File: src/hw/rtl/rbr_pkg.sv
// Shared types and constants of the refcounted buffer recycler.
`default_nettype none

package rbr_pkg;

   // Fixed field widths of the request and response beats
   localparam int CMD_W    = 1;
   localparam int CHAN_W   = 2;
   localparam int IDX_W    = 2;
   localparam int WORDS_W  = 13;
   localparam int CNT_W    = 2;
   localparam int CHANNELS = 4;

   // Command codes
   localparam logic [CMD_W-1:0] CMD_FILL = 1'b0;
   localparam logic [CMD_W-1:0] CMD_DONE = 1'b1;

   // Use count given to a freshly filled buffer (one per queue)
   localparam logic [CNT_W-1:0] INITIAL_USES = 2'd2;

   typedef struct packed {
      logic [CMD_W-1:0]   command;
      logic [CHAN_W-1:0]  channel;
      logic [IDX_W-1:0]   buffer_index;
      logic [WORDS_W-1:0] buffer_words;
   } req_type;

   typedef struct packed {
      logic               push_accepted;
      logic [IDX_W-1:0]   next_buffer;
      logic [WORDS_W-1:0] next_words;
      logic               underflow;
      logic               released;
      logic [IDX_W-1:0]   released_buffer;
   } rsp_type;

   // One entry of the buffer table memory
   typedef struct packed {
      logic [CNT_W-1:0]   cnt;
      logic [WORDS_W-1:0] words;
   } bentry_type;

   localparam int BENTRY_W = $bits(bentry_type);

endpackage

`default_nettype wire

File: src/hw/rtl/refcounted_buffer_recycler.sv
// Top level of the refcounted buffer recycler: memories, sequencer, output register.
`default_nettype none

// Each request beat is either a producer fill (buffer index and length) or a
// channel completion; each yields exactly one response beat. An accepted fill
// passes the check state, which pushes onto the first queue, and the second
// queue push state before its response is loaded into the output register (a
// refused fill skips the pushes), and a completion passes the check and length
// states: the sequencer reads the buffer table and queue slot memories, each
// with registered read data, modifies and writes back, and a completion needs
// a second buffer table read for the next buffer's length. The sequencer is
// ready again the cycle after the load. One request is in flight at a time; a
// new request is taken while the previous response still waits in the output
// register, and a response that cannot be loaded because that register is
// still full stalls the sequencer and the request side. Both memories hold no
// state at reset; use counts and channel bindings are cleared at once.

module refcounted_buffer_recycler
   import rbr_pkg::*;
#(
   parameter int BUFFERS     = 4,
   parameter int QUEUE_DEPTH = 8,
   parameter int MAX_WORDS   = 4096
) (
   input  logic    clock,
   input  logic    reset,
   input  logic    req_valid,
   output logic    req_ready,
   input  req_type req_data,
   output logic    rsp_valid,
   input  logic    rsp_ready,
   output rsp_type rsp_data
);

   localparam int BIDX_W      = $clog2(BUFFERS);
   localparam int PTR_W       = $clog2(QUEUE_DEPTH);
   localparam int QRAM_DEPTH  = 2 * (1 << PTR_W);

   logic              qram_we;
   logic [PTR_W:0]    qram_waddr;
   logic [IDX_W-1:0]  qram_wdata;
   logic [PTR_W:0]    qram_raddr;
   logic [IDX_W-1:0]  qram_rdata;
   logic              bram_we;
   logic [BIDX_W-1:0] bram_waddr;
   bentry_type        bram_wdata;
   logic [BIDX_W-1:0] bram_raddr;
   bentry_type        bram_rdata;
   logic              rsp_free;
   logic              res_load;
   rsp_type           res_data;
   logic              rsp_valid_ff, rsp_valid_in;
   rsp_type           rsp_data_ff;

   // Slots of both ring queues, queue number as the top address bit
   rbr_ram #(
      .WIDTH (IDX_W),
      .DEPTH (QRAM_DEPTH)
   ) u_qram (
      .clock   (clock),
      .wr_en   (qram_we),
      .wr_addr (qram_waddr),
      .wr_data (qram_wdata),
      .rd_addr (qram_raddr),
      .rd_data (qram_rdata)
   );

   // Buffer table: use count and length per buffer
   rbr_ram #(
      .WIDTH (BENTRY_W),
      .DEPTH (BUFFERS)
   ) u_bram (
      .clock   (clock),
      .wr_en   (bram_we),
      .wr_addr (bram_waddr),
      .wr_data (bram_wdata),
      .rd_addr (bram_raddr),
      .rd_data (bram_rdata)
   );

   rbr_ctrl #(
      .BUFFERS     (BUFFERS),
      .QUEUE_DEPTH (QUEUE_DEPTH),
      .MAX_WORDS   (MAX_WORDS)
   ) u_ctrl (
      .clock      (clock),
      .reset      (reset),
      .req_valid  (req_valid),
      .req_ready  (req_ready),
      .req_data   (req_data),
      .rsp_free   (rsp_free),
      .res_load   (res_load),
      .res_data   (res_data),
      .qram_we    (qram_we),
      .qram_waddr (qram_waddr),
      .qram_wdata (qram_wdata),
      .qram_raddr (qram_raddr),
      .qram_rdata (qram_rdata),
      .bram_we    (bram_we),
      .bram_waddr (bram_waddr),
      .bram_wdata (bram_wdata),
      .bram_raddr (bram_raddr),
      .bram_rdata (bram_rdata)
   );

   // Response output register
   assign rsp_free = !rsp_valid_ff || rsp_ready;

   always_comb begin
      rsp_valid_in = rsp_valid_ff;
      if (res_load) begin
         rsp_valid_in = 1'b1;
      end else if (rsp_ready) begin
         rsp_valid_in = 1'b0;
      end
   end

   always_ff @(posedge clock) begin
      if (reset) begin
         rsp_valid_ff <= 1'b0;
      end else begin
         rsp_valid_ff <= rsp_valid_in;
      end
   end

   always_ff @(posedge clock) begin
      if (res_load) begin
         rsp_data_ff <= res_data;
      end
   end

   assign rsp_valid = rsp_valid_ff;
   assign rsp_data  = rsp_data_ff;

endmodule

`default_nettype wire

File: src/hw/rtl/rbr_ram.sv
// Generic simple dual-port RAM with registered read data.
`default_nettype none

module rbr_ram #(
   parameter int WIDTH = 8,
   parameter int DEPTH = 16,
   localparam int ADDR_W = $clog2(DEPTH)
) (
   input  logic              clock,
   input  logic              wr_en,
   input  logic [ADDR_W-1:0] wr_addr,
   input  logic [WIDTH-1:0]  wr_data,
   input  logic [ADDR_W-1:0] rd_addr,
   output logic [WIDTH-1:0]  rd_data
);

   logic [WIDTH-1:0] mem_ff [DEPTH];
   logic [WIDTH-1:0] rd_data_ff;

   // Write port and registered read (read returns old data on collision)
   always_ff @(posedge clock) begin
      if (wr_en) begin
         mem_ff[wr_addr] <= wr_data;
      end
      rd_data_ff <= mem_ff[rd_addr];
   end

   assign rd_data = rd_data_ff;

endmodule

`default_nettype wire

File: src/hw/rtl/rbr_ctrl.sv
// Sequencer: read-modify-write of the buffer table and the two ring queues.
`default_nettype none

module rbr_ctrl
   import rbr_pkg::*;
#(
   parameter int BUFFERS     = 4,
   parameter int QUEUE_DEPTH = 8,
   parameter int MAX_WORDS   = 4096,
   localparam int BIDX_W     = $clog2(BUFFERS),
   localparam int PTR_W      = $clog2(QUEUE_DEPTH)
) (
   input  logic               clock,
   input  logic               reset,
   // request side
   input  logic               req_valid,
   output logic               req_ready,
   input  req_type            req_data,
   // result hand-off to the output register
   input  logic               rsp_free,
   output logic               res_load,
   output rsp_type            res_data,
   // queue slot memory
   output logic               qram_we,
   output logic [PTR_W:0]     qram_waddr,
   output logic [IDX_W-1:0]   qram_wdata,
   output logic [PTR_W:0]     qram_raddr,
   input  logic [IDX_W-1:0]   qram_rdata,
   // buffer table memory
   output logic               bram_we,
   output logic [BIDX_W-1:0]  bram_waddr,
   output bentry_type         bram_wdata,
   output logic [BIDX_W-1:0]  bram_raddr,
   input  bentry_type         bram_rdata
);

   typedef enum logic [5:0] {
      ST_IDLE       = 6'b000001,
      ST_FILL_CHECK = 6'b000010,
      ST_FILL_PUSH2 = 6'b000100,
      ST_DONE_CHECK = 6'b001000,
      ST_DONE_LEN   = 6'b010000,
      ST_RESULT     = 6'b100000
   } state_type;

   state_type           state_ff, state_in;
   req_type             item_ff, item_in;
   rsp_type             res_ff, res_in;
   logic [PTR_W-1:0]    head_ff [2];
   logic [PTR_W-1:0]    head_in [2];
   logic [PTR_W-1:0]    tail_ff [2];
   logic [PTR_W-1:0]    tail_in [2];
   logic [CHANNELS-1:0] chan_valid_ff, chan_valid_in;
   logic [IDX_W-1:0]    chan_idx_ff [CHANNELS];
   logic [IDX_W-1:0]    chan_idx_in [CHANNELS];
   logic [BUFFERS-1:0]  cnt_valid_ff, cnt_valid_in;

   logic [CHAN_W-1:0]   sel_ch;
   logic                sel_q;
   logic                had;
   logic [IDX_W-1:0]    fin;
   logic                q_empty;
   logic                full0, full1;
   logic [BIDX_W-1:0]   vb_addr;
   logic [CNT_W-1:0]    cnt_cur;
   logic [IDX_W-1:0]    next_sel;
   logic                fill_ok;
   logic [WORDS_W-1:0]  words_clamped;

   function automatic logic [PTR_W-1:0] ring_next(input logic [PTR_W-1:0] p);
      logic [PTR_W-1:0] r;
      if (32'(p) == QUEUE_DEPTH - 1) begin
         r = '0;
      end else begin
         r = PTR_W'(p + 1'b1);
      end
      return r;
   endfunction

   // Lookups shared by all states
   always_comb begin
      sel_ch   = (state_ff == ST_IDLE) ? req_data.channel : item_ff.channel;
      sel_q    = sel_ch[CHAN_W-1];
      had      = chan_valid_ff[sel_ch];
      fin      = chan_idx_ff[sel_ch];
      q_empty  = (head_ff[sel_q] == tail_ff[sel_q]);
      full0    = (ring_next(tail_ff[0]) == head_ff[0]);
      full1    = (ring_next(tail_ff[1]) == head_ff[1]);
      vb_addr  = (state_ff == ST_FILL_CHECK) ? BIDX_W'(item_ff.buffer_index)
                                             : BIDX_W'(fin);
      cnt_cur  = cnt_valid_ff[vb_addr] ? bram_rdata.cnt : '0;
      if (q_empty) begin
         next_sel = had ? fin : '0;
      end else begin
         next_sel = qram_rdata;
      end
      fill_ok  = (32'(item_ff.buffer_index) < BUFFERS) && (cnt_cur == '0) &&
                 !full0 && !full1;
      words_clamped = (32'(item_ff.buffer_words) > MAX_WORDS) ? WORDS_W'(MAX_WORDS)
                                                              : item_ff.buffer_words;
   end

   // Sequencer
   always_comb begin
      state_in      = state_ff;
      item_in       = item_ff;
      res_in        = res_ff;
      head_in       = head_ff;
      tail_in       = tail_ff;
      chan_valid_in = chan_valid_ff;
      chan_idx_in   = chan_idx_ff;
      cnt_valid_in  = cnt_valid_ff;
      req_ready     = 1'b0;
      res_load      = 1'b0;
      qram_we       = 1'b0;
      qram_waddr    = '0;
      qram_wdata    = '0;
      qram_raddr    = {sel_q, head_ff[sel_q]};
      bram_we       = 1'b0;
      bram_waddr    = '0;
      bram_wdata    = '0;
      bram_raddr    = BIDX_W'(fin);

      unique case (state_ff)
         ST_IDLE: begin
            req_ready = 1'b1;
            if (req_data.command == CMD_FILL) begin
               bram_raddr = BIDX_W'(req_data.buffer_index);
            end
            if (req_valid) begin
               item_in = req_data;
               res_in  = '0;
               state_in = (req_data.command == CMD_FILL) ? ST_FILL_CHECK
                                                         : ST_DONE_CHECK;
            end
         end
         ST_FILL_CHECK: begin
            if (fill_ok) begin
               bram_we          = 1'b1;
               bram_waddr       = BIDX_W'(item_ff.buffer_index);
               bram_wdata.cnt   = INITIAL_USES;
               bram_wdata.words = words_clamped;
               cnt_valid_in[BIDX_W'(item_ff.buffer_index)] = 1'b1;
               qram_we          = 1'b1;
               qram_waddr       = {1'b0, tail_ff[0]};
               qram_wdata       = item_ff.buffer_index;
               tail_in[0]       = ring_next(tail_ff[0]);
               res_in.push_accepted = 1'b1;
               state_in         = ST_FILL_PUSH2;
            end else begin
               state_in = ST_RESULT;
            end
         end
         ST_FILL_PUSH2: begin
            qram_we    = 1'b1;
            qram_waddr = {1'b1, tail_ff[1]};
            qram_wdata = item_ff.buffer_index;
            tail_in[1] = ring_next(tail_ff[1]);
            state_in   = ST_RESULT;
         end
         ST_DONE_CHECK: begin
            // retire the finished buffer
            if (had && (cnt_cur != '0)) begin
               bram_we          = 1'b1;
               bram_waddr       = BIDX_W'(fin);
               bram_wdata.cnt   = cnt_cur - CNT_W'(1);
               bram_wdata.words = bram_rdata.words;
               if (cnt_cur == CNT_W'(1)) begin
                  res_in.released        = 1'b1;
                  res_in.released_buffer = fin;
               end
            end
            // pop the next buffer, or on underflow repeat the finished one (buffer 0 if the channel had none)
            if (!q_empty) begin
               head_in[sel_q] = ring_next(head_ff[sel_q]);
            end
            chan_valid_in[sel_ch] = 1'b1;
            chan_idx_in[sel_ch]   = next_sel;
            res_in.next_buffer    = next_sel;
            res_in.underflow      = q_empty;
            bram_raddr            = BIDX_W'(next_sel);
            state_in              = ST_DONE_LEN;
         end
         ST_DONE_LEN: begin
            res_in.next_words = bram_rdata.words;
            state_in          = ST_RESULT;
         end
         ST_RESULT: begin
            if (rsp_free) begin
               res_load = 1'b1;
               state_in = ST_IDLE;
            end
         end
         default: begin
            state_in = ST_IDLE;
         end
      endcase
   end

   // Control registers
   always_ff @(posedge clock) begin
      if (reset) begin
         state_ff      <= ST_IDLE;
         head_ff       <= '{default: '0};
         tail_ff       <= '{default: '0};
         chan_valid_ff <= '0;
         cnt_valid_ff  <= '0;
      end else begin
         state_ff      <= state_in;
         head_ff       <= head_in;
         tail_ff       <= tail_in;
         chan_valid_ff <= chan_valid_in;
         cnt_valid_ff  <= cnt_valid_in;
      end
   end

   // Payload registers
   always_ff @(posedge clock) begin
      item_ff     <= item_in;
      res_ff      <= res_in;
      chan_idx_ff <= chan_idx_in;
   end

   assign res_data = res_ff;

`ifndef SYNTHESIS
   // queue pointers stay inside the ring
   a_ptr_range: assert property (@(posedge clock) disable iff (reset)
      (32'(head_ff[0]) < QUEUE_DEPTH) && (32'(tail_ff[0]) < QUEUE_DEPTH) &&
      (32'(head_ff[1]) < QUEUE_DEPTH) && (32'(tail_ff[1]) < QUEUE_DEPTH))
      else $error("queue pointer out of range");

   // a push on the second queue never wraps it to look empty
   a_push_nonempty: assert property (@(posedge clock) disable iff (reset)
      (state_ff == ST_FILL_PUSH2) |=> (tail_ff[1] != head_ff[1]))
      else $error("second queue appears empty after a push");

   // use counts are only ever written as 0, 1 or 2
   a_cnt_write: assert property (@(posedge clock) disable iff (reset)
      bram_we |-> (bram_wdata.cnt != 2'd3))
      else $error("illegal use count written");

   // an underflowing completion leaves both queue heads alone
   a_underflow_heads: assert property (@(posedge clock) disable iff (reset)
      ((state_ff == ST_DONE_CHECK) && q_empty) |=>
      ($stable(head_ff[0]) && $stable(head_ff[1])))
      else $error("queue head moved on underflow");
`endif

endmodule

`default_nettype wire
File: config.mk
export PLATFORM = sky130hd
export DESIGN_NAME = refcounted_buffer_recycler
export DESIGN_NICKNAME = d
export VERILOG_FILES = /design/src/hw/rtl/rbr_pkg.sv /design/src/hw/rtl/refcounted_buffer_recycler.sv /design/src/hw/rtl/rbr_ram.sv /design/src/hw/rtl/rbr_ctrl.sv
export SDC_FILE = /design/constraint.sdc
export NUM_CORES = 1
export LEC_CHECK = 0
export BUFFER_PORTS_ARGS = -buffer_cell sky130_fd_sc_hd__buf_2
export CAP_MARGIN = 20
export CORE_AREA = 2 2 114 172
export CTS_CLUSTER_SIZE = 40
export DETAILED_ROUTE_END_ITERATION = 7
export DIE_AREA = 0 0 116 174
export PLACE_DENSITY_LB_ADDON = 0.08
export SETUP_SLACK_MARGIN = 0.2
export SYNTH_ARGS = -nofsm -noshare
export SYNTH_HDL_FRONTEND = slang
export SYNTH_SLANG_ARGS = --single-unit
File: constraint.sdc
create_clock -name clock -period 10.1 [get_ports clock]
set_input_delay 1.01 -clock clock [delete_from_list [all_inputs] [get_ports clock]]
set_output_delay 1.01 -clock clock [all_outputs]
set_load 0.02 [all_outputs]
# Word level (Yosys, flattened, before mapping)
# Memories as Yosys holds them, arrays and structs flattened. A register that Yosys moved wholly into a read port is not among the register bits.
# Cells that the tools add are included.
# word_totals
register_bits,92
ramBits,92
inputBits,22
out_inout_bits,22
wordCells,163
memories,2
# op_classes
add_sub_neg,4
order_cmp,10
n_eq_ne,18
muxes,71
n_bitwise,5
n_reduce_logical,26
# memory_table
name,words,width,read_ports,rd_clocked_by_memory_dff,wr,line,rtl
u_bram.mem_ff,4,15,1,1,1,rbr_ram.sv:17,logic [WIDTH-1:0] mem_ff [DEPTH];
u_qram.mem_ff,16,2,1,1,1,rbr_ram.sv:17,
# ops
cell,count
two-way mux 3 bit,15
two-way mux 15 bit,2
case mux 15 bit (2 select lines),1
case mux 6 bit (5 select lines),1
case mux 13 bit (2 select lines),1
two-way mux 2 bit,11
two-way mux 20 bit,1
two-way mux 6 bit,3
two-way mux 1 bit,16
case mux 2 bit (2 select lines),4
case mux 4 bit (2 select lines),2
"greater-than comparator 13 bit, second input constant",1
two-way mux 13 bit,1
AND reduction 2 bit,6
nonzero test 2 bit,5
"adder 3 x 1 -> 3 bit, second input constant",3
equality test 3 bit,3
"equality test 3 bit, second input constant",3
"< comparator 2 x 3 -> 1 bit, second input constant",3
bitwise mux 8 bit,1
bitwise OR 4 bit,2
logical AND 1 bit,7
bitwise mux 6 bit,1
"equality test 6 x 1 -> 1 bit, second input constant",1
other kinds (30),40

# Longest topological paths before layout
# Gate-level depths: netlist (run 1).
# logic_depth
word_depth,17
depth_mapped,17
depth_no_buf,15

# Hierarchy
# Synthesis (run 1) repeated with hierarchy kept, for this count alone.
# unflattened
hier_cells,544
hier_area_um2,8194.1
# by_module_without_submodules
mod,instances,cells_each,area_per_inst_um2,seq_area_each_um2
rbr_ctrl,1,345,3641.0,1871.8
rbr_ram (u_bram),1,97,2526.2,2102.0
rbr_ram (u_qram),1,78,1380.1,1001.0
refcounted_buffer_recycler,1,24,646.9,620.6

# Worst setup path before layout (run 1)
# Ideal clock, no wire load.
# synth_timing
kind,input -> register
startpoint,in req_data[15] (netlist bit)
endpoint,mem u_bram.mem_ff[2][0] (netlist bit) (enable)
setup_time_ps,409
t_arrival_ps,4660
required_time_ps,9691
slack_ps,5031
cell_stages,13
n_path_buf,1
cell_sequence,mux4_2 -> a21o_1 -> mux2_2 -> mux2i_1 -> mux2i_1 -> nand2_1 -> ha_1 -> inv_1 -> a221oi_1 -> and2_1 -> clkbuf_1 -> a22o_1 -> nor3b_1
# synth_between
elab_chain_cells,16
elab_cells_between_ends,24
classes_between,mux (18); bitwise (1); reduce/logical (5)
# synth_lines
item,line,rtl
"start, declared",refcounted_buffer_recycler.sv:29,"input req_type req_data,"
two-way mux 2 bit (*),rbr_ctrl.sv:82,sel_ch = (state_ff == ST_IDLE) ? req_data.channel : item_ff.channel;
NOT 2 -> 3 bit (not written as such),rbr_ctrl.sv:85,fin = chan_idx_ff[sel_ch];
binary-select mux 2 bit (select 2 bit),rbr_ctrl.sv:85,
two-way mux 2 bit (not written as such) (2 in series),rbr_ctrl.sv:85,
two-way mux 2 bit,rbr_ctrl.sv:89,vb_addr = (state_ff == ST_FILL_CHECK) ? BIDX_W'(item_ff.buffer_index)
binary-select mux 1 bit (select 2 bit),rbr_ctrl.sv:91,cnt_cur = cnt_valid_ff[vb_addr] ? bram_rdata.cnt : '0;
two-way mux 1 bit (not written as such),rbr_ctrl.sv:91,
two-way mux 2 bit,rbr_ctrl.sv:91,
logical NOT 2 bit,rbr_ctrl.sv:97,fill_ok = (32'(item_ff.buffer_index) < BUFFERS) && (cnt_cur == '0) &&
logical AND 1 bit,rbr_ctrl.sv:97,
logical AND 1 bit,rbr_ctrl.sv:98,!full0 && !full1;
two-way mux 1 bit,rbr_ctrl.sv:138,if (fill_ok) begin
case mux 1 bit (2 select lines),rbr_ctrl.sv:124,unique case (state_ff)
two-way mux 1 bit,rbr_ram.sv:22,if (wr_en) begin
two-way mux 1 bit (not written as such),rbr_ram.sv:23,mem_ff[wr_addr] <= wr_data;
"end, declared",rbr_ram.sv:17,
# Every way passes the cells marked *; elsewhere a longest branch is shown, timed or not. The select of a mux whose other input is x is not followed.

# Worst setup path in the final report (run 1)
# layout_timing
startpoint,reg u_ctrl.state_ff[2]
endpoint,mem u_bram.mem_ff[3][1] (netlist bit) (enable)
# layout_between
elab_chain_cells,17
elab_cells_between_ends,27
classes_between,eq/ne (3); mux (18); bitwise (1); reduce/logical (5)
# layout_lines
item,line,rtl
"start, declared",rbr_ctrl.sv:46,"state_type state_ff, state_in;"
"start signal, assigned",rbr_ctrl.sv:209,state_ff <= state_in;
equality test 6 x 1 -> 1 bit,rbr_ctrl.sv:82,
two-way mux 2 bit,rbr_ctrl.sv:82,
NOT 2 -> 3 bit (not written as such),rbr_ctrl.sv:85,
binary-select mux 2 bit (select 2 bit),rbr_ctrl.sv:85,
two-way mux 2 bit (not written as such) (2 in series),rbr_ctrl.sv:85,
two-way mux 2 bit,rbr_ctrl.sv:89,
binary-select mux 1 bit (select 2 bit),rbr_ctrl.sv:91,
two-way mux 1 bit (not written as such),rbr_ctrl.sv:91,
two-way mux 2 bit,rbr_ctrl.sv:91,
logical NOT 2 bit,rbr_ctrl.sv:97,
logical AND 1 bit,rbr_ctrl.sv:97,
logical AND 1 bit,rbr_ctrl.sv:98,
two-way mux 1 bit,rbr_ctrl.sv:138,
case mux 1 bit (2 select lines),rbr_ctrl.sv:124,
two-way mux 1 bit,rbr_ram.sv:22,
two-way mux 1 bit (not written as such),rbr_ram.sv:23,
# Several ways; a longest one is shown, not always the timed one. The select of a mux whose other input is x is not followed.

==> metrics, run 1 <==
Post-CTS Hold Fix Bufs 0; Non-Filler Instances 912; clk_skew about 0.012 ns; gr ovfl total 0; H-tree Lvls 1; RR Endpoint u_bram.mem_ff[3][1]$_DFFE_PP_; delay of the slowest critical-path stage 0.71 ns; Final Hold Fails 0; TritonRoute pass-1 iters 4; crit path from u_ctrl.state_ff[2]$_SDFFE_PP0P_; netlist area before placement 0.00832 mm^2; largest net degree at the start of global routing 31; fmax 209 MHz; startpoint types register; HPWL after DPL 12.3 mm; fraction of registers with async set/reset 0%; CTS Buf Count 20; Iter 0 DRT Violations 264; worst-path cell chain nor4_4 > nand2_1 > inv_2 > mux2_2 > a31oi_1 > mux2i_1 > nand2_1 > ha_1 > inv_1 > a221oi_1 > nand2_1 > o22ai_1 > and2_1; Overall Global Routing Usage roughly 18%; crit path DAT 4.89 ns; Design Area, Final 0.00947 mm^2; CTS max path bufs 3; IO Pins 44; CTS tree built; first-pass GRT wire length 27.7 mm; Starting Density 44.3%; top-count cell post-synth edfxtp_1; Final min period 4.78 ns; Worst path slowest cell and2_1; Inserted Diodes 0; antenna-violating nets left 0; Setup violations, final 0; syn nets 620; Worst Path Max Fanout 15; Hold WS 0.417 ns; DRC viols 0; Reg2Reg Launch Point u_ctrl.state_ff[2]$_SDFFE_PP0P_; Critical Path Most Common Cell nand2_1; Top FF cell, synth edfxtp_1; P&R area growth vs syn 13.9%; gp weighted congestion 0.874; area leader, netlist edfxtp_1; Pwr Density 206 mW/mm^2; wire per inst 19.2 um; post-synthesis cell type count 63; Post-CTS Resized 0; nets@finish ~670; clk sink count 201; Hold Crit Depth 0; Tcrit/Tclk final roughly 47%; Pleak about 3.7 nW; Slew headroom 31.6%; worst reg-to-reg path cell count 13; max-cap violations 0; Hold/Removal Path Class reg2reg; Core ar. 0.0188 mm^2; status finished clean; DR vias 4,851; post-CTS setup buffer count 0; Setup CP Type reg2reg; vias in the first global route between 5,000 and 6,000; Min-Delay Startpoint u_ctrl.res_data[13]$_SDFFCE_PN0P_; top cells by area, synth edfxtp_1 (57%), dfxtp_1 (11%), mux2i_1 (8.9%); Synth Register Bits 201; r2r setup slk approximately 5.3 ns; Cells after Synth ~590; Critical Path RT between 10 and 15 ns; WHS Endpoint rsp_data[13]$_DFFE_PP_; post-synthesis sequential area ratio 67.3%; Die Area a little over 0.02 mm^2; layout cells sized above 1 17.4%; Clk Tree Root Cell clkbuf_16; worst skew pair latency 0.49 ns; Row Count a little over 60; Largest delay share family, worst path simple AND/OR/NAND/NOR gates; Mean Syn Cell Area 14.1 um^2; Worst-path clk slew about 0.060 ns; CP bufs+invs 2; Tightest Pin Transition 1.02 ns; Port Buffers 43; Post-synth top cells edfxtp_1 (157), mux2i_1 (74), nor2_1 (48); dpl cells 873; number of antenna violations at the first check in global routing 0; die height 174 um; Setup TNS Final 0 ns; Synth top area share between 50 and 60%; final wirelength 17.5 mm; Die X 116 um; EDFF count, synth between 150 and 200; VDD IR max 0.152 mV; placed instance area 0.00879 mm^2; Vias/cell about 5.3; Synth warnings 0; CP Capture Type register; RSZ-0062 raised after global routing no; max-slew violations 0
[layer usage]
metal	GRT usage [%]	share of wire, %
met1	20.2	38
met2	33.8	55
met3	2.51	3.3
met4	6.70	3.3
met5	0	0
[sequential cells by signal, indices dropped and copies added (netlist names), 6 cells and up]
signal,cells
u_ctrl.head_ff,6
u_bram.rd_data,15
u_ctrl.res_data,20
u_qram.mem_ff,32
u_ctrl.tail_ff,6
u_ctrl.chan_idx_ff,8
u_ctrl.state_ff,6
u_ctrl.item_ff,17
u_bram.mem_ff,60
rsp_data,20
[cell families after synthesis]
kind of cell,count (synthesis),synth area share [%]
buf+inv,41,2.39
fa+ha+maj,7,1.05
compound gates,78,6.76
simple gates,168,10.6
flops,201,67.3
mux,82,10.4
xor+xnor,14,1.47
[worst reg2reg max path: cells and delay by family (launching register included)]
| family | cells | cell delay [ns] |
|---|---|---|
| buf+inv | 2 | 0.21 |
| compound gates | 3 | 1.04 |
| simple gates | 5 | 2.02 |
| fa+ha+maj | 1 | 0.18 |
| flops | 1 | 0.40 |
| mux | 2 | 0.55 |
[cell usage in the layout, fill, tap and decap left out, drive strengths merged, types with 3 or more instances in the layout]
master,Yosys,routed
o21ai,10,10
nor2b,10,10
a22o,14,14
xnor2,9,9
a22oi,3,3
and4b,3,3
edfxtp,157,157
xor2,5,5
nor2,48,48
nor3b,4,4
clkbuf,16,25
nand4b,3,3
nand3,10,10
a21oi,20,20
ha,7,7
nor3,16,16
nand2,34,34
and2,23,23
o22ai,4,4
and3,3,3
o32ai,3,3
mux2i,75,75
nor4,7,7
inv,16,17
clkinv,1,10
buf,8,53
mux2,5,5
dfxtp,44,44
a31oi,7,7
a21boi,5,5
[stage by stage]
stage                     utilization [%]  power, mW  worst slack (ns)
after floorplan                         -       1.17              5.03
after global placement               46.8       1.24              5.01
after detailed placement             46.8       1.24              4.87
after CTS                            50.3       1.97              5.27
after global routing                 50.4       2.02              4.79
final                                50.4       1.95              5.32
[worst max path at each step]
stage / to / slack [ns] / depth (start not counted)
final: u_bram.mem_ff[3][1]$_DFFE_PP_ / 5.32 / 13
after global routing: u_bram.mem_ff[3][1]$_DFFE_PP_ / 4.79 / 13
after CTS: u_bram.mem_ff[3][1]$_DFFE_PP_ / 5.27 / 13
after detailed placement: u_bram.mem_ff[3][8]$_DFFE_PP_ / 4.87 / 13
after floorplan: u_bram.mem_ff[2][0]$_DFFE_PP_ / 5.03 / 13
after global placement: u_bram.mem_ff[3][8]$_DFFE_PP_ / 5.01 / 13
[area by class of cell]
class	instances	area, um^2
fillers	1668	9300
flip-flops and latches	201	5600
multi-input cells	349	2540
clock buffers	25	571
well taps	256	320
repair buffers	53	290
clock inverters	11	83.8
inverters	17	63.8
[power by group]
part | total [mW] | switching, mW | internal [mW] | leakage [nW]
Combinational | 0.238 | 0.146 | 0.0925 | 1.49
Clock | 0.727 | 0.300 | 0.427 | 0.332
Sequential | 0.985 | 0.0372 | 0.947 | 1.90
Total | 1.95 | 0.483 | 1.47 | 3.72
Power figures use the tool's default switching activity.
==> inputs of run 2 (changes only) <==
- clock period: 10.1 -> 4.2 ns (I/O delays scaled with it)
==> run 2 against run 1 <==
Net effect:
- setup slack got worse by 4.9 ns
- first-iteration DRC count decreased by 7.2%
- cell area increased by 2.7%
- fmax increased by 25%
- routed wire length increased by 2.4%
- non-clock buffer count increased by 18
- total power increased by 150%
- register-to-register slack got worse by 4.9 ns
- sequential power increased by 140%
- combinational power increased to 2.6 times the previous value
- critical endpoint is now u_bram.mem_ff[0][11]$_DFFE_PP_
- largest power group unchanged
- highest routed layer unchanged
==> metrics, run 2 (same netlist as run 1, synthesis figures left out) <==
status finished clean; Post-CTS Hold Fix Bufs 0 (unchanged); Tot Pwr 4.80 mW (+150%); largest net degree at the start of global routing 31 (unchanged); Final min period 3.83 ns (-0.951 ns); Die X 116 um (unchanged); Port Buffers 43 (unchanged); Critical Path RT 4.38 ns (-5.83 ns); delay of the slowest critical-path stage 0.59 ns (-0.12 ns); TritonRoute pass-1 iters 4 (unchanged); vias in the first global route 5,001 (-3.0%); CTS tree built; first-pass GRT wire length 27.3 mm (-1.7%); RSZ-0062 raised after global routing yes; Hold/Removal Path Class in2reg; number of antenna violations at the first check in global routing 0 (unchanged); wire per inst 19.3 um (+0.34%); number of flip-flops in the largest register 60 (unchanged); Worst Path Max Fanout 15 (unchanged); CTS Buf Count 21 (+5.0%); P&R area growth vs syn 17.0%; layout cells sized above 1 21.0% (+3.7 points); max-cap violations 0 (unchanged); DRC viols 0 (unchanged); Reg2Reg Launch Point u_ctrl.state_ff[3]$_SDFFE_PP0P_; antenna-violating nets left 0 (unchanged); Fill cells 1,644 (-1.4%); commonest non-fill, non-tap cell in the layout edfxtp_1; Setup CP Type reg2reg; IO Pins 44 (unchanged); Worst-path clk slew 0.06 ns (about the same); crit path DAT 4.01 ns (-0.88 ns); final setup margin 0.370 ns (-4.95 ns); Iter 0 DRT Violations 245 (-7.2%); Top Registers u_bram.mem_ff x60, u_qram.mem_ff x32; Tightest Pin Transition 1.02 ns (+0.00157 ns); Overall Global Routing Usage 18.1% (+0.077 points); Clk Tree Root Cell clkbuf_16; nets@finish 690 (+2.8%); Final Hold Fails 0 (unchanged); Tcrit/Tclk final 91.2% (+44 points); clk_skew 0.0167 ns (+0.00422 ns); CP Capture Type register; Layout Utilization 51.8% (+1.4 points); Die Area 0.0202 mm^2 (unchanged); Inserted Diodes 0 (unchanged); die height 174 um (unchanged); VDD IR max 0.370 mV (+140%); Starting Density 44.3% (unchanged); Most flops, register u_bram.mem_ff; crit path from u_ctrl.state_ff[3]$_SDFFE_PP0P_; H-tree Lvls 1 (unchanged); gp weighted congestion 0.855 (-2.2%); worst skew pair latency 0.49 ns (about the same); startpoint types register; Row Count 62 (unchanged); HPWL after DPL 12.6 mm (+2.5%); gr ovfl total 0 (unchanged); Pwr Density 493 mW/mm^2 (+140%); final wirelength 18.0 mm (+2.4%); max-slew violations 0 (unchanged); Slew headroom 31.5% (-0.11 points); DR vias 4,825 (-0.54%); Setup violations, final 0 (unchanged); Min-Delay Startpoint req_data[1]; Pleak 3.81 nW (+2.4%); pre-CTS WS -0.0240 ns (-4.90 ns); CTS max path bufs 3 (unchanged); Vias/cell 5.18 (-2.6%); Worst path slowest cell or4_4; most frequent cells in the layout edfxtp_1 (157), mux2i_1 (73), nor2_1 (48); clk sink count 201 (unchanged); fmax 261 MHz (+25%); Core ar. 0.0188 mm^2 (unchanged); worst-path cell chain or4_4 > nor4_1 > o21bai_1 > a31oi_2 > mux2i_2 > nand2_1 > ha_1 > inv_1 > a221oi_2 > and2_2 > a22o_2 > nor3_4 > buf_6
run 2: per-stage QoR:
step / cells / hold WS, ns / TNS (ns) / area (um^2)
finish: 931 / 0.103 / 0 / 9730
global route: 931 / 0.0917 / 0 / 9730
CTS: 931 / 0.0852 / 0 / 9670
detailed placement: 890 / 0.405 / -0.612 / 8940
global placement: 889 / 0.402 / -0.368 / 8930
floorplan: 591 / 0.400 / 0 / 8350
run 2: final timing paths:
check	slack [ns]	cells after the start	endpoint
setup / recovery	0.37	13	u_bram.mem_ff[0][11]$_DFFE_PP_
hold / removal	0.10	1	u_ctrl.item_ff[1]$_DFFE_PP_
setup reg to reg	0.37	13	u_bram.mem_ff[0][11]$_DFFE_PP_
hold reg to reg	0.42	0	rsp_data[6]$_DFFE_PP_
run 2: worst max-delay path, delay by kind of cell, from the launching register on:
family                     cells  cell delay [ns]
AOI/OAI and AO/OA              4             0.82
adders and majority gates      1             0.24
buffers and inverters          2             0.31
DFF                            1             0.39
muxes                          1             0.31
and+or+nand+nor                5             1.44
run 2: per-layer routing:
layer  track usage [%]  vias up  wire length (um)
li1                  -     2352                 -
met1              19.5     2358              6710
met2              34.5       86             10000
met3              2.72       29               618
met4              6.99        0               623
met5                 0        -                 0
run 2: power breakdown:
group	leakage [nW]	internal, mW	switching, mW
logic	1.58	0.253	0.373
clock network	0.329	1.09	0.718
registers	1.90	2.28	0.0876
run 2: what timing repair did:
item / in CTS / in global routing
setup buffers: 4 / 0
setup endpoints to repair: 113 / 132
resized for setup: 3 / 12
pin swaps: 2 / 1
run 2: final cells by class:
class	count	area, um^2	area share (%)
repair buffers	71	449	4.62
well taps	256	320	3.29
flip-flops and latches	201	5600	57.5
inverters	17	63.8	0.656
clock inverters	11	104	1.07
clock buffers	26	574	5.91
multi-input cells	349	2620	26.9
==> inputs of run 3 (changes only) <==
- CTS_BUF_LIST: default -> sky130_fd_sc_hd__clkbuf_4 sky130_fd_sc_hd__clkbuf_8
==> run 3 against run 2 <==
Net effect:
- clock skew grew 0.0057 ns
- die area stayed put
- non-clock buffer count stayed put
- fmax fell by 0.25%
- sequential power barely moved
- worst hold slack got worse by 0.060 ns
- sequential share of layout area is 0.13 points higher
- highest routed layer unchanged
==> metrics, run 3 (same netlist as run 1, synthesis figures left out) <==
Setup CP Type reg2reg; Port Buffers 43 (unchanged); Clk Tree Root Cell clkbuf_8; DRC viols 0 (unchanged); vias in the first global route 5,128 (+2.5%); Pleak 3.84 nW (+0.65%); largest net degree at the start of global routing 31 (unchanged); Tcrit/Tclk final 91.4% (+0.23 points); nets@finish 700 (+1.4%); Overall Global Routing Usage 18.2% (+0.18 points); Row Count 62 (unchanged); Top Registers u_bram.mem_ff x60, u_qram.mem_ff x32; CTS max path bufs 3 (unchanged); Die X 116 um (unchanged); Vias/cell 5.12 (-1.3%); TritonRoute pass-1 iters 4 (unchanged); WHS Endpoint u_ctrl.item_ff[0]$_DFFE_PP_; number of antenna violations at the first check in global routing 0 (unchanged); Iter 0 DRT Violations 238 (-2.9%); Setup violations, final 0 (unchanged); startpoint types register; die height 174 um (unchanged); status finished clean; P&R area growth vs syn 16.7%; Reg2Reg Launch Point u_ctrl.state_ff[3]$_SDFFE_PP0P_; Hold Crit Depth 1 (unchanged); Worst-path clk slew 0.07 ns (about the same); Hold/Removal Path Class in2reg; Pwr Density 479 mW/mm^2 (-3.0%); H-tree Lvls 1 (unchanged); DR vias 4,871 (+0.95%); clk sink count 201 (unchanged); VDD IR max 0.239 mV (-35%); fmax 260 MHz (-0.25%); r2r setup slk 0.36 ns (about the same); Core ar. 0.0188 mm^2 (unchanged); Tightest Pin Transition 1.01 ns (-0.0148 ns); Critical Path RT 4.44 ns (+0.06 ns); commonest non-fill, non-tap cell in the layout edfxtp_1; CTS tree built; clk_skew 0.0224 ns (+0.00574 ns); CP Capture Type register; Inserted Diodes 0 (unchanged); Worst Path Max Fanout 15 (unchanged); gp weighted congestion 0.855 (unchanged); HPWL after DPL 12.6 mm (unchanged); Starting Density 44.3% (unchanged); Final min period 3.84 ns (+0.00960 ns); max-slew violations 0 (unchanged); Most flops, register u_bram.mem_ff; placed instance area 0.00894 mm^2 (unchanged); final wirelength 18.2 mm (+1.2%); antenna-violating nets left 0 (unchanged); CTS Buf Count 31 (+48%); Min-Delay Startpoint req_data[0]; Hold WS 0.0435 ns (-0.0596 ns); RR Endpoint u_bram.mem_ff[0][8]$_DFFE_PP_; max-cap violations 0 (unchanged); number of flip-flops in the largest register 60 (unchanged); Design Area, Final 0.00970 mm^2 (-0.22%); gr ovfl total 0 (unchanged); wire per inst 19.1 um (-1.1%); first-pass GRT wire length 27.7 mm (+1.4%); RSZ-0062 raised after global routing no; most frequent cells in the layout edfxtp_1 (157), mux2i_1 (73), nor2_1 (48); worst skew pair latency 0.56 ns (+0.07 ns); Die Area 0.0202 mm^2 (unchanged); crit path DAT 4.08 ns (+0.07 ns); Final Hold Fails 0 (unchanged); worst reg-to-reg path cell count 13 (unchanged); IO Pins 44 (unchanged); layout cells sized above 1 24.3% (+3.2 points); Slew headroom 32.5% (+0.99 points)
run 3: power breakdown:
part / switching, mW / internal (mW)
logic: 0.373 / 0.253
registers: 0.0892 / 2.28
clock network: 0.710 / 0.939
run 3: cell type report:
cell class / instances / area (um^2)
fill: 1664 / 9070
sequential: 201 / 5600
multi-input combinational: 349 / 2620
clock buffer: 53 / 629
timing repair buffer: 71 / 449
tap: 256 / 320
inverter: 17 / 63.8
clock inverter: 5 / 30.0
run 3: metrics by stage:
step	setup slack (ns)	util (%)	setup TNS, ns	cells	power (mW)
6_report	0.360	51.7	0	952	4.64
3_5_place_dp	-0.0240	47.6	-0.612	890	3.04
2_1_floorplan	0.141	-	0	591	2.82
4_1_cts	0.202	51.4	0	952	4.71
3_3_place_gp	-0.0123	47.6	-0.368	889	3.03
5_1_grt	0.197	51.7	0	952	4.85
run 3: repair_timing:
action                                  in CTS  in global routing
hold buffers                                 0                  0
gates cloned                                 0                  0
endpoints found under the setup margin     116                132
setup buffers                                4                  0
gates resized for setup                      3                 11
pin swaps                                    2                  1
run 3: worst max-delay path by stage:
stage	startpoint	endpoint	slack (ns)	cells after the start
final	u_ctrl.state_ff[3]$_SDFFE_PP0P_	u_bram.mem_ff[0][8]$_DFFE_PP_	0.36	13
after global routing	u_ctrl.item_ff[15]$_DFFE_PP_	u_qram.mem_ff[5][0]$_DFFE_PP_	0.20	14
after CTS	u_ctrl.item_ff[15]$_DFFE_PP_	u_bram.mem_ff[2][8]$_DFFE_PP_	0.20	14
after detailed placement	req_data[15]	u_bram.mem_ff[1][8]$_DFFE_PP_	-0.02	14
after global placement	req_data[15]	u_bram.mem_ff[0][8]$_DFFE_PP_	-0.01	13
after floorplan	u_ctrl.state_ff[2]$_SDFFE_PP0P_	u_bram.mem_ff[2][0]$_DFFE_PP_	0.14	15
run 3: worst max-delay path, stage by stage, from the launching register on:
cell      delay, ns
dfxtp_1        0.39
or4_4          0.59
nor4_1         0.27
o21bai_1       0.19
a31oi_2        0.25
mux2i_2        0.31
nand2_1        0.12
ha_1           0.24
inv_1          0.08
a221oi_2       0.05
and2_2         0.27
a22o_2         0.32
nor3_4         0.19
buf_6          0.23
run 3: routing by layer:
metal,part of all wire [%],track usage (%)
met1,37,19.5
met5,0,0
met2,56,34.7
met3,4.1,2.93
met4,3.3,7.39
